## config.mk

```make
export PLATFORM = sky130hd
export DESIGN_NAME = vector_euclidean_norm_top
export DESIGN_NICKNAME = d
export VERILOG_FILES = /design/src/vnorm_pkg.sv /design/src/vector_euclidean_norm_top.sv
export SDC_FILE = /design/constraint.sdc
export NUM_CORES = 2
export LEC_CHECK = 0
export BUFFER_PORTS_ARGS = -buffer_cell sky130_fd_sc_hd__buf_4
export CAP_MARGIN = 40
export CORE_AREA = 2 2 227 452
export CTS_CLUSTER_DIAMETER = 80
export DETAILED_ROUTE_END_ITERATION = 10
export DIE_AREA = 0 0 229 454
export PLACE_DENSITY_LB_ADDON = 0.3
export SYNTH_ARGS = -nofsm -noshare
export SYNTH_HDL_FRONTEND = slang
export SYNTH_SLANG_ARGS = --single-unit
```

## constraint.sdc

```tcl
create_clock -name clk -period 20.2 [get_ports clk]
set_input_delay 4.04 -clock clk [delete_from_list [all_inputs] [get_ports clk]]
set_output_delay 4.04 -clock clk [all_outputs]
set_load 0.05 [all_outputs]
```

## src/vnorm_pkg.sv

```systemverilog
// vnorm_pkg: shared types and constants for the vector Euclidean norm block.
// No dependencies; used by vector_euclidean_norm_top and its testbench.
package vnorm_pkg;

    localparam int FIELD_WIDTH = 32;   // element and magnitude field width
    localparam int SUM_WIDTH   = 64;   // Q32.32 sum of squares
    localparam int ROOT_WIDTH  = 32;   // floored root of a 64-bit value

    typedef struct packed {
        logic signed [FIELD_WIDTH-1:0] element;
        logic                          last_element;
    } vnorm_in_t;

    typedef struct packed {
        logic [FIELD_WIDTH-1:0] magnitude;
        logic                   overflowed;
    } vnorm_out_t;

    typedef enum logic [1:0] {
        ST_IDLE,
        ST_MUL,
        ST_ACC,
        ST_ROOT
    } vnorm_state_t;

endpackage

```

## src/vector_euclidean_norm_top.sv

```systemverilog
// vector_euclidean_norm_top: streaming Euclidean norm, one element per transfer.
// Depends on vnorm_pkg (payload structs, state enum, widths).
//
//  channel  | ports                 | direction | transfer when
//  ---------+-----------------------+-----------+---------------------------
//  command  | start, busy, cmd      | in        | start && !busy at clk rise
//  result   | done, result          | out       | done high (one cycle)
//
// Sequence: an element that is not last keeps busy high through the square
// and accumulate states, and the block takes a new element only once back in
// idle. A last element then runs the square root, one result bit per cycle
// on the shared 65-bit add/subtract unit, before done.
// Reset: rst_n asynchronous, active low; clears the sum, the saturation flag,
// the sequencer and the done strobe. The result receiver cannot stall; done
// is high for exactly one cycle and the block may take a new command then.
module vector_euclidean_norm_top #(
    parameter int ELEMENT_WIDTH = 32
) (
    input  logic                   clk,
    input  logic                   rst_n,
    input  logic                   start,
    output logic                   busy,
    input  vnorm_pkg::vnorm_in_t   cmd,
    output logic                   done,
    output vnorm_pkg::vnorm_out_t  result
);

    localparam int SW = vnorm_pkg::SUM_WIDTH;
    localparam int PW = 2 * ELEMENT_WIDTH;

    // sequencer
    vnorm_pkg::vnorm_state_t state_reg, state_next;

    // datapath registers
    logic [ELEMENT_WIDTH-1:0] abs_reg,  abs_next;    // |element|
    logic                     last_reg, last_next;
    logic [SW-1:0]            prod_reg, prod_next;   // square, Q32.32
    logic [SW-1:0]            sum_reg,  sum_next;    // running sum, then root remainder
    logic                     sat_reg,  sat_next;
    logic [SW-1:0]            res_reg,  res_next;    // root being built
    logic [SW-1:0]            bit_reg,  bit_next;    // one-hot trial bit
    logic                     done_reg, done_next;
    vnorm_pkg::vnorm_out_t    result_reg, result_next;

    // shared add/subtract unit
    logic          unit_sub;
    logic [SW-1:0] unit_b;
    logic [SW:0]   unit_out;

    logic                     accept;
    logic [ELEMENT_WIDTH-1:0] elem_low;
    logic [PW-1:0]            square;
    logic [SW-1:0]            trial;

    assign accept   = start && !busy;
    assign elem_low = cmd.element[ELEMENT_WIDTH-1:0];
    assign square   = abs_reg * abs_reg;
    assign trial    = res_reg | bit_reg;   // res never overlaps the trial bit

    // operand B selects the square or the trial root; subtract via inverted B
    assign unit_b   = unit_sub ? trial : prod_reg;
    assign unit_out = {1'b0, sum_reg} + {1'b0, unit_b ^ {SW{unit_sub}}}
                      + {{SW{1'b0}}, unit_sub};

    // next state
    always_comb
    begin
        state_next = state_reg;
        case (state_reg)
            vnorm_pkg::ST_IDLE:
            begin
                if (start)
                    state_next = vnorm_pkg::ST_MUL;
            end
            vnorm_pkg::ST_MUL:
                state_next = vnorm_pkg::ST_ACC;
            vnorm_pkg::ST_ACC:
                state_next = last_reg ? vnorm_pkg::ST_ROOT : vnorm_pkg::ST_IDLE;
            vnorm_pkg::ST_ROOT:
            begin
                if (bit_reg[0])
                    state_next = vnorm_pkg::ST_IDLE;
            end
            default:
                state_next = vnorm_pkg::ST_IDLE;
        endcase
    end

    // sequencer outputs
    always_comb
    begin
        busy     = 1'b1;
        unit_sub = 1'b0;
        case (state_reg)
            vnorm_pkg::ST_IDLE: busy     = 1'b0;
            vnorm_pkg::ST_MUL:  unit_sub = 1'b0;
            vnorm_pkg::ST_ACC:  unit_sub = 1'b0;
            vnorm_pkg::ST_ROOT: unit_sub = 1'b1;
            default:            busy     = 1'b0;
        endcase
    end

    // datapath
    always_comb
    begin
        abs_next    = abs_reg;
        last_next   = last_reg;
        prod_next   = prod_reg;
        sum_next    = sum_reg;
        sat_next    = sat_reg;
        res_next    = res_reg;
        bit_next    = bit_reg;
        done_next   = 1'b0;
        result_next = result_reg;

        if (accept)
        begin
            // most negative value maps onto 2^(W-1), still exact in W bits
            abs_next  = elem_low[ELEMENT_WIDTH-1] ? (~elem_low + 1'b1) : elem_low;
            last_next = cmd.last_element;
        end

        case (state_reg)
            vnorm_pkg::ST_MUL:
                prod_next = SW'(square);
            vnorm_pkg::ST_ACC:
            begin
                if (unit_out[SW])
                begin
                    sum_next = {SW{1'b1}};
                    sat_next = 1'b1;
                end
                else
                    sum_next = unit_out[SW-1:0];
                res_next = '0;
                bit_next = {2'b01, {(SW-2){1'b0}}};
            end
            vnorm_pkg::ST_ROOT:
            begin
                // carry out set: remainder >= trial, keep the bit
                if (unit_out[SW])
                begin
                    sum_next = unit_out[SW-1:0];
                    res_next = (res_reg >> 1) | bit_reg;
                end
                else
                    res_next = res_reg >> 1;
                bit_next = bit_reg >> 2;
                if (bit_reg[0])
                begin
                    result_next.magnitude  = res_next[vnorm_pkg::ROOT_WIDTH-1:0];
                    result_next.overflowed = sat_reg;
                    done_next              = 1'b1;
                    sum_next               = '0;
                    sat_next               = 1'b0;
                end
            end
            default:
            begin
            end
        endcase
    end

    // control state
    always_ff @(posedge clk or negedge rst_n)
    begin
        if (!rst_n)
        begin
            state_reg <= vnorm_pkg::ST_IDLE;
            sum_reg   <= '0;
            sat_reg   <= 1'b0;
            done_reg  <= 1'b0;
        end
        else
        begin
            state_reg <= state_next;
            sum_reg   <= sum_next;
            sat_reg   <= sat_next;
            done_reg  <= done_next;
        end
    end

    // payload registers
    always_ff @(posedge clk)
    begin
        abs_reg    <= abs_next;
        last_reg   <= last_next;
        prod_reg   <= prod_next;
        res_reg    <= res_next;
        bit_reg    <= bit_next;
        result_reg <= result_next;
    end

    assign done   = done_reg;
    assign result = result_reg;

    // checks
    a_done_idle: assert property (@(posedge clk) disable iff (!rst_n)
        done |-> !busy)
        else $error("done raised while sequencer busy");

    a_done_single: assert property (@(posedge clk) disable iff (!rst_n)
        done |=> !done)
        else $error("done strobe longer than one cycle");

    a_accept_busy: assert property (@(posedge clk) disable iff (!rst_n)
        accept |=> busy)
        else $error("command transfer did not start the sequencer");

    a_root_bit: assert property (@(posedge clk) disable iff (!rst_n)
        state_reg == vnorm_pkg::ST_ROOT |-> $onehot(bit_reg))
        else $error("square-root trial bit not one-hot");

endmodule

```

# == Yosys cells after proc, flatten, opt, wreduce, memory -nomap -nowiden ==
# Index checks and enable logic that the tools add are counted.
# classes
add_sub_neg,3
multipliers,1
eq_ne,7
muxes,20
n_bitwise,4
reduce_logical,7
# op_table
cell,count
one-hot mux 64 bit (2 select lines),3
two-way mux 64 bit,5
adder 64 x 64 -> 65 bit,1
adder 65 x 1 -> 65 bit,1
multiplier 32 x 32 -> 64 bit,1
bitwise OR 63 x 64 -> 64 bit,1
bitwise OR 64 bit,1
XOR 64 bit,1
adder 32 x 1 -> 32 bit (second input constant),1
inverter 32 bit,1
two-way mux 31 bit,1
one-hot mux 2 bit (4 select lines),1
two-way mux 1 bit,6
two-way mux 2 bit,3
inequality test 2 bit (second input constant),3
AND reduction 2 bit,3
equality test 2 bit (second input constant),2
inequality test 3 bit (second input constant),1
AND reduction 3 bit,1
equality test 2 x 1 -> 1 bit (second input constant),1
zero test 2 bit,1
one-hot mux 1 bit (2 select lines),1
nonzero test 2 bit,1
logical AND 1 bit,1
# totals
register_bits,326

# == Longest topological paths before layout ==
# depth
word_depth,9
mapped_depth,31
depth_no_buf,29

# == Worst setup path after synthesis ==
# OpenSTA, ideal clock, no wires.
# synth_timing
path_kind,register -> register
from,register abs_reg[3]
to,"register prod_reg[63], data pin"
setup_ps,260
arrival_time_ps,7590
required_time_ps,19940
setup_slack_ps,12351
path_stages_with_launch,29
path_buffers,2
period_less_slack_ps,7849
cell_sequence,edfxtp_1 clkbuf_1 clkbuf_1 nand2_1 fa_1 inv_1 fa_1 fa_1 inv_1 fa_1 inv_1 fa_1 fa_1 fa_1 inv_1 fa_1 inv_1 ha_1 a21oi_1 o21ai_1 a21o_1 a221o_1 and2_1 o31a_1 a311oi_1 nor2_1 a221o_1 a21oi_1 xnor2_1
# synth_via
elab_chain_len,1
# synth_lines
element,line_no,rtl
from (decl),vector_euclidean_norm_top.sv:35,"logic [ELEMENT_WIDTH-1:0] abs_reg, abs_next;"
from (signal assigned),vector_euclidean_norm_top.sv:186,abs_reg <= abs_next;
multiplier 32 x 32 -> 64 bit,vector_euclidean_norm_top.sv:57,assign square = abs_reg * abs_reg;
named net square[63],vector_euclidean_norm_top.sv:52,logic [PW-1:0] square;
to (signal assigned),vector_euclidean_norm_top.sv:188,prod_reg <= prod_next;
to (decl),vector_euclidean_norm_top.sv:37,"logic [SW-1:0] prod_reg, prod_next;"
# The timed path passes the listed nets, and every way through them passes these cells.
# A chain may end at the register's enable or synchronous reset.

# == Final worst setup path ==
# layout_timing
from,register abs_reg[16]
to,"register prod_reg[62], data pin"
# Same word-level chain as after synthesis.

==> reports/metrics.json <==
{
  "synthFlopType": "sky130_fd_sc_hd__edfxtp_1",
  "synth_mux_area_share_pct": 0.136,
  "global_route_wire_length_before_repair_um": 204000,
  "cts_buffer_depth": 3,
  "ant_nets": 0,
  "final_common_cell": "sky130_fd_sc_hd__inv_1",
  "crit_arrival_ps": 9140,
  "drv.max_cap_violation_count": 0,
  "cts.clk_slew.worst_paths_ps": 60,
  "critPathRequiredTime_ps": 20500,
  "fp.dieArea_sq_um": 104000,
  "slew_viol_final": 0,
  "most-common-layout-cells": "sky130_fd_sc_hd__inv_1, sky130_fd_sc_hd__fa_1, sky130_fd_sc_hd__nand2_1",
  "floorplan.io_pins": 71,
  "via_count_of_the_first_global_routing_pass": 36700,
  "syn_area_sq_um": 44900,
  "sum_of_negative_setup_slack_ps": 0,
  "wl_per_cell_um": 21.9,
  "final_min_period_over_clock_period_pct": 43.8,
  "syn2layout_area_growth_pct": 6.47,
  "ys_async_sr_fraction_pct": 23.3,
  "numClockSinks": 292,
  "yosys_register_bits": 292,
  "multiInputGateArea_sq_um": 31900,
  "drt_first_iter_violations": 1731,
  "synth_xor_area_share_pct": 3.74,
  "detailedRoute.firstPassIterationCount": 5,
  "start_util_pct": 44.6,
  "report.final.setup_viol": 0,
  "dp_hpwl_um": 105000,
  "setup.worst_path.start_class": "register",
  "synthesis.area_per_instance_sq_um": 9.62,
  "path_max_fanout": 27,
  "final-seq-area_sq_um": 8430,
  "grt_antenna_before_repair": 4,
  "finalClockSkew_ps": 27.6,
  "clock_tree.root_cell": "sky130_fd_sc_hd__clkbuf_16",
  "gpl.final_weighted_congestion": 0.955,
  "cts_hold_buf": 0,
  "grt_max_degree": 85,
  "detailroute.via_count": 32500,
  "core_sq_um": 101000,
  "setup.worst_path.class": "register to register",
  "synth_sequential_area_ratio_pct": 18.8,
  "die_h_um": 454,
  "hold_violations": 0,
  "synth_compound_area_share_pct": 9.57,
  "capturing_element_type_of_the_critical_path": "register",
  "largest_register_ffs": 64,
  "outcome": "finished, final reports clean",
  "yosys.area_share.adder_pct": 45.5,
  "fin_crit_ps": 8840,
  "grt_overflow_total": 0,
  "worst-r2r-cell-count": 26,
  "synthDistinctLibCells": 71,
  "yosysWarningCount": 0,
  "clock_tree_from_tritoncts": "yes",
  "post_synth_edffs": 224,
  "post_synth_and_or_nand_nor_area_fraction_pct": 12.0,
  "post-cts-setup-buffers": 0,
  "wirelength_um": 131000,
  "synth_top_family_by_area": "adder cells",
  "num-fill-cells": 9663,
  "final_net_count": 5809,
  "hold-path-cell-count": 0,
  "drive_gt1_share_pct": 4.55,
  "global_route.usage.total_pct": 25.9,
  "synth_cells": 4671,
  "tightestPinTransition_ps": 859,
  "hold_path_class": "register to register",
  "tritoncts.num_buffers": 34,
  "detail_route.vias_per_cell": 5.44,
  "max_frequency_ghz": 0.113,
  "timing.slew.headroom_pct": 42.3,
  "placed_cells_incl_taps": 5914,
  "cts_resized": 0,
  "grt_setup_unrepaired": "false",
  "drc": 0,
  "num_rows": 165,
  "mappedNetlistNets": 5865,
  "floorplan.die.width_um": 229,
  "portBuffers": 70,
  "final.hold.worst_slack_ps": 454,
  "insertion_delay_ps": 580,
  "cts.htree.levels": 2,
  "instances_no_fill": 5977
}
[per-layer routing]
| metal | routed length (um) | vias up | global-route usage (%) | share of wire [%] |
|---|---|---|---|---|
| met5 | 13 | - | 0 | 0.0099 |
| met4 | 12400 | 2 | 20.4 | 9.5 |
| met3 | 4300 | 464 | 2.46 | 3.3 |
| met2 | 72500 | 955 | 50.8 | 55 |
| met1 | 41700 | 16600 | 24.3 | 32 |
| li1 | - | 14500 | - | - |
[logic make-up (layout without fill, tap and decap cells)]
group / Yosys count / count (layout)
other cells: 0 / 2
flops: 292 / 292
simple gates: 1111 / 1111
fa+ha+maj: 1158 / 1158
xor+xnor: 192 / 192
buf+inv: 1217 / 1185
compound gates: 695 / 695
mux: 6 / 6
[cells in the mapped netlist (4+ instances only)]
| cell | count | area share, % |
|---|---|---|
| sky130_fd_sc_hd__inv_1 | 1002 | 8.4 |
| sky130_fd_sc_hd__fa_1 | 793 | 35 |
| sky130_fd_sc_hd__nand2_1 | 431 | 3.6 |
| sky130_fd_sc_hd__ha_1 | 365 | 10 |
| sky130_fd_sc_hd__a21oi_1 | 268 | 3.0 |
| sky130_fd_sc_hd__and2_1 | 261 | 3.6 |
| sky130_fd_sc_hd__edfxtp_1 | 224 | 15 |
| sky130_fd_sc_hd__clkbuf_1 | 186 | 1.6 |
| sky130_fd_sc_hd__nor2_1 | 181 | 1.5 |
| sky130_fd_sc_hd__o21ai_0 | 126 | 1.4 |
| sky130_fd_sc_hd__xnor2_1 | 119 | 2.3 |
| sky130_fd_sc_hd__a21o_1 | 80 | 1.3 |
| sky130_fd_sc_hd__xor2_1 | 73 | 1.4 |
| sky130_fd_sc_hd__and3_1 | 71 | 0.99 |
| sky130_fd_sc_hd__dfrtp_1 | 68 | 3.8 |
| sky130_fd_sc_hd__o31ai_1 | 46 | 0.77 |
| sky130_fd_sc_hd__nand4_1 | 38 | 0.53 |
| sky130_fd_sc_hd__o21bai_1 | 35 | 0.58 |
| sky130_fd_sc_hd__nand3_1 | 27 | 0.30 |
| sky130_fd_sc_hd__buf_2 | 23 | 0.26 |
| sky130_fd_sc_hd__a31oi_1 | 22 | 0.31 |
| sky130_fd_sc_hd__o21a_1 | 19 | 0.32 |
| sky130_fd_sc_hd__nand2b_1 | 18 | 0.25 |
| sky130_fd_sc_hd__nor2b_1 | 18 | 0.25 |
| sky130_fd_sc_hd__nor3_1 | 18 | 0.20 |
| sky130_fd_sc_hd__a31o_2 | 13 | 0.25 |
| sky130_fd_sc_hd__or3_1 | 13 | 0.18 |
| sky130_fd_sc_hd__a211o_1 | 9 | 0.18 |
| sky130_fd_sc_hd__a211oi_1 | 8 | 0.13 |
| sky130_fd_sc_hd__or2_2 | 8 | 0.11 |
| sky130_fd_sc_hd__nor4_1 | 7 | 0.097 |
| sky130_fd_sc_hd__o41ai_1 | 7 | 0.14 |
| sky130_fd_sc_hd__o21ai_1 | 6 | 0.067 |
| sky130_fd_sc_hd__o221ai_1 | 6 | 0.12 |
| sky130_fd_sc_hd__o31a_1 | 6 | 0.12 |
| sky130_fd_sc_hd__or4_1 | 6 | 0.10 |
| sky130_fd_sc_hd__a41oi_1 | 5 | 0.097 |
| sky130_fd_sc_hd__mux2i_1 | 5 | 0.11 |
| sky130_fd_sc_hd__a21boi_0 | 4 | 0.067 |
| sky130_fd_sc_hd__o211ai_1 | 4 | 0.067 |
| sky130_fd_sc_hd__o22ai_1 | 4 | 0.056 |
[critical path, cell delays in order, from the launching register on]
cell and delay [ps]:
sky130_fd_sc_hd__edfxtp_1 310, sky130_fd_sc_hd__buf_4 400, sky130_fd_sc_hd__clkinv_1 450, sky130_fd_sc_hd__nor2_1 330, sky130_fd_sc_hd__inv_1 90, sky130_fd_sc_hd__fa_1 480, sky130_fd_sc_hd__inv_1 60, sky130_fd_sc_hd__fa_1 500
sky130_fd_sc_hd__inv_1 50, sky130_fd_sc_hd__fa_1 390, sky130_fd_sc_hd__fa_1 530, sky130_fd_sc_hd__fa_1 550, sky130_fd_sc_hd__inv_1 50, sky130_fd_sc_hd__fa_1 450, sky130_fd_sc_hd__fa_1 510, sky130_fd_sc_hd__fa_1 410
sky130_fd_sc_hd__ha_1 430, sky130_fd_sc_hd__nand4_1 200, sky130_fd_sc_hd__nor4b_1 320, sky130_fd_sc_hd__o21ai_0 220, sky130_fd_sc_hd__o41ai_1 530, sky130_fd_sc_hd__buf_4 240, sky130_fd_sc_hd__a21oi_1 120, sky130_fd_sc_hd__o21ai_1 290
sky130_fd_sc_hd__and3_1 300, sky130_fd_sc_hd__a41oi_1 160, sky130_fd_sc_hd__xnor2_1 170
[final cells by class]
class                   count  share of cell area (%)
clock inverters            15                   0.348
flip-flops and latches    292                    17.6
repair buffers            121                    2.00
diodes                      2                  0.0105
multi-input cells        3162                    66.7
clock buffers              45                    1.91
inverters                1004                    7.89
well taps                1336                    3.50
[through the flow]
stage | setup WS, ps | instance area (sq um) | utilization, %
4_1_cts | 11400 | 47800 | 47.5
3_3_place_gp | 11510 | 46700 | 46.3
5_1_grt | 10980 | 47800 | 47.5
6_report | 11360 | 47800 | 47.5
3_5_place_dp | 11420 | 46700 | 46.4
2_1_floorplan | 12350 | 44900 | -
[path summary, 6_finish.rpt]
kind | start | end | slack (ps)
setup / recovery | abs_reg[16] | prod_reg[62] | 11360
max in group asynchronous | rst_n | state_reg[1] | 15720
hold reg to reg | sat_reg | result[0] | 450
hold / removal | sat_reg | result[0] | 450
setup reg to reg | abs_reg[16] | prod_reg[62] | 11360
min in group asynchronous | rst_n | sum_reg[30] | 3430
Power is not shown: default switching activity piles up to over one toggle a cycle in this logic, so the estimate is an artifact.
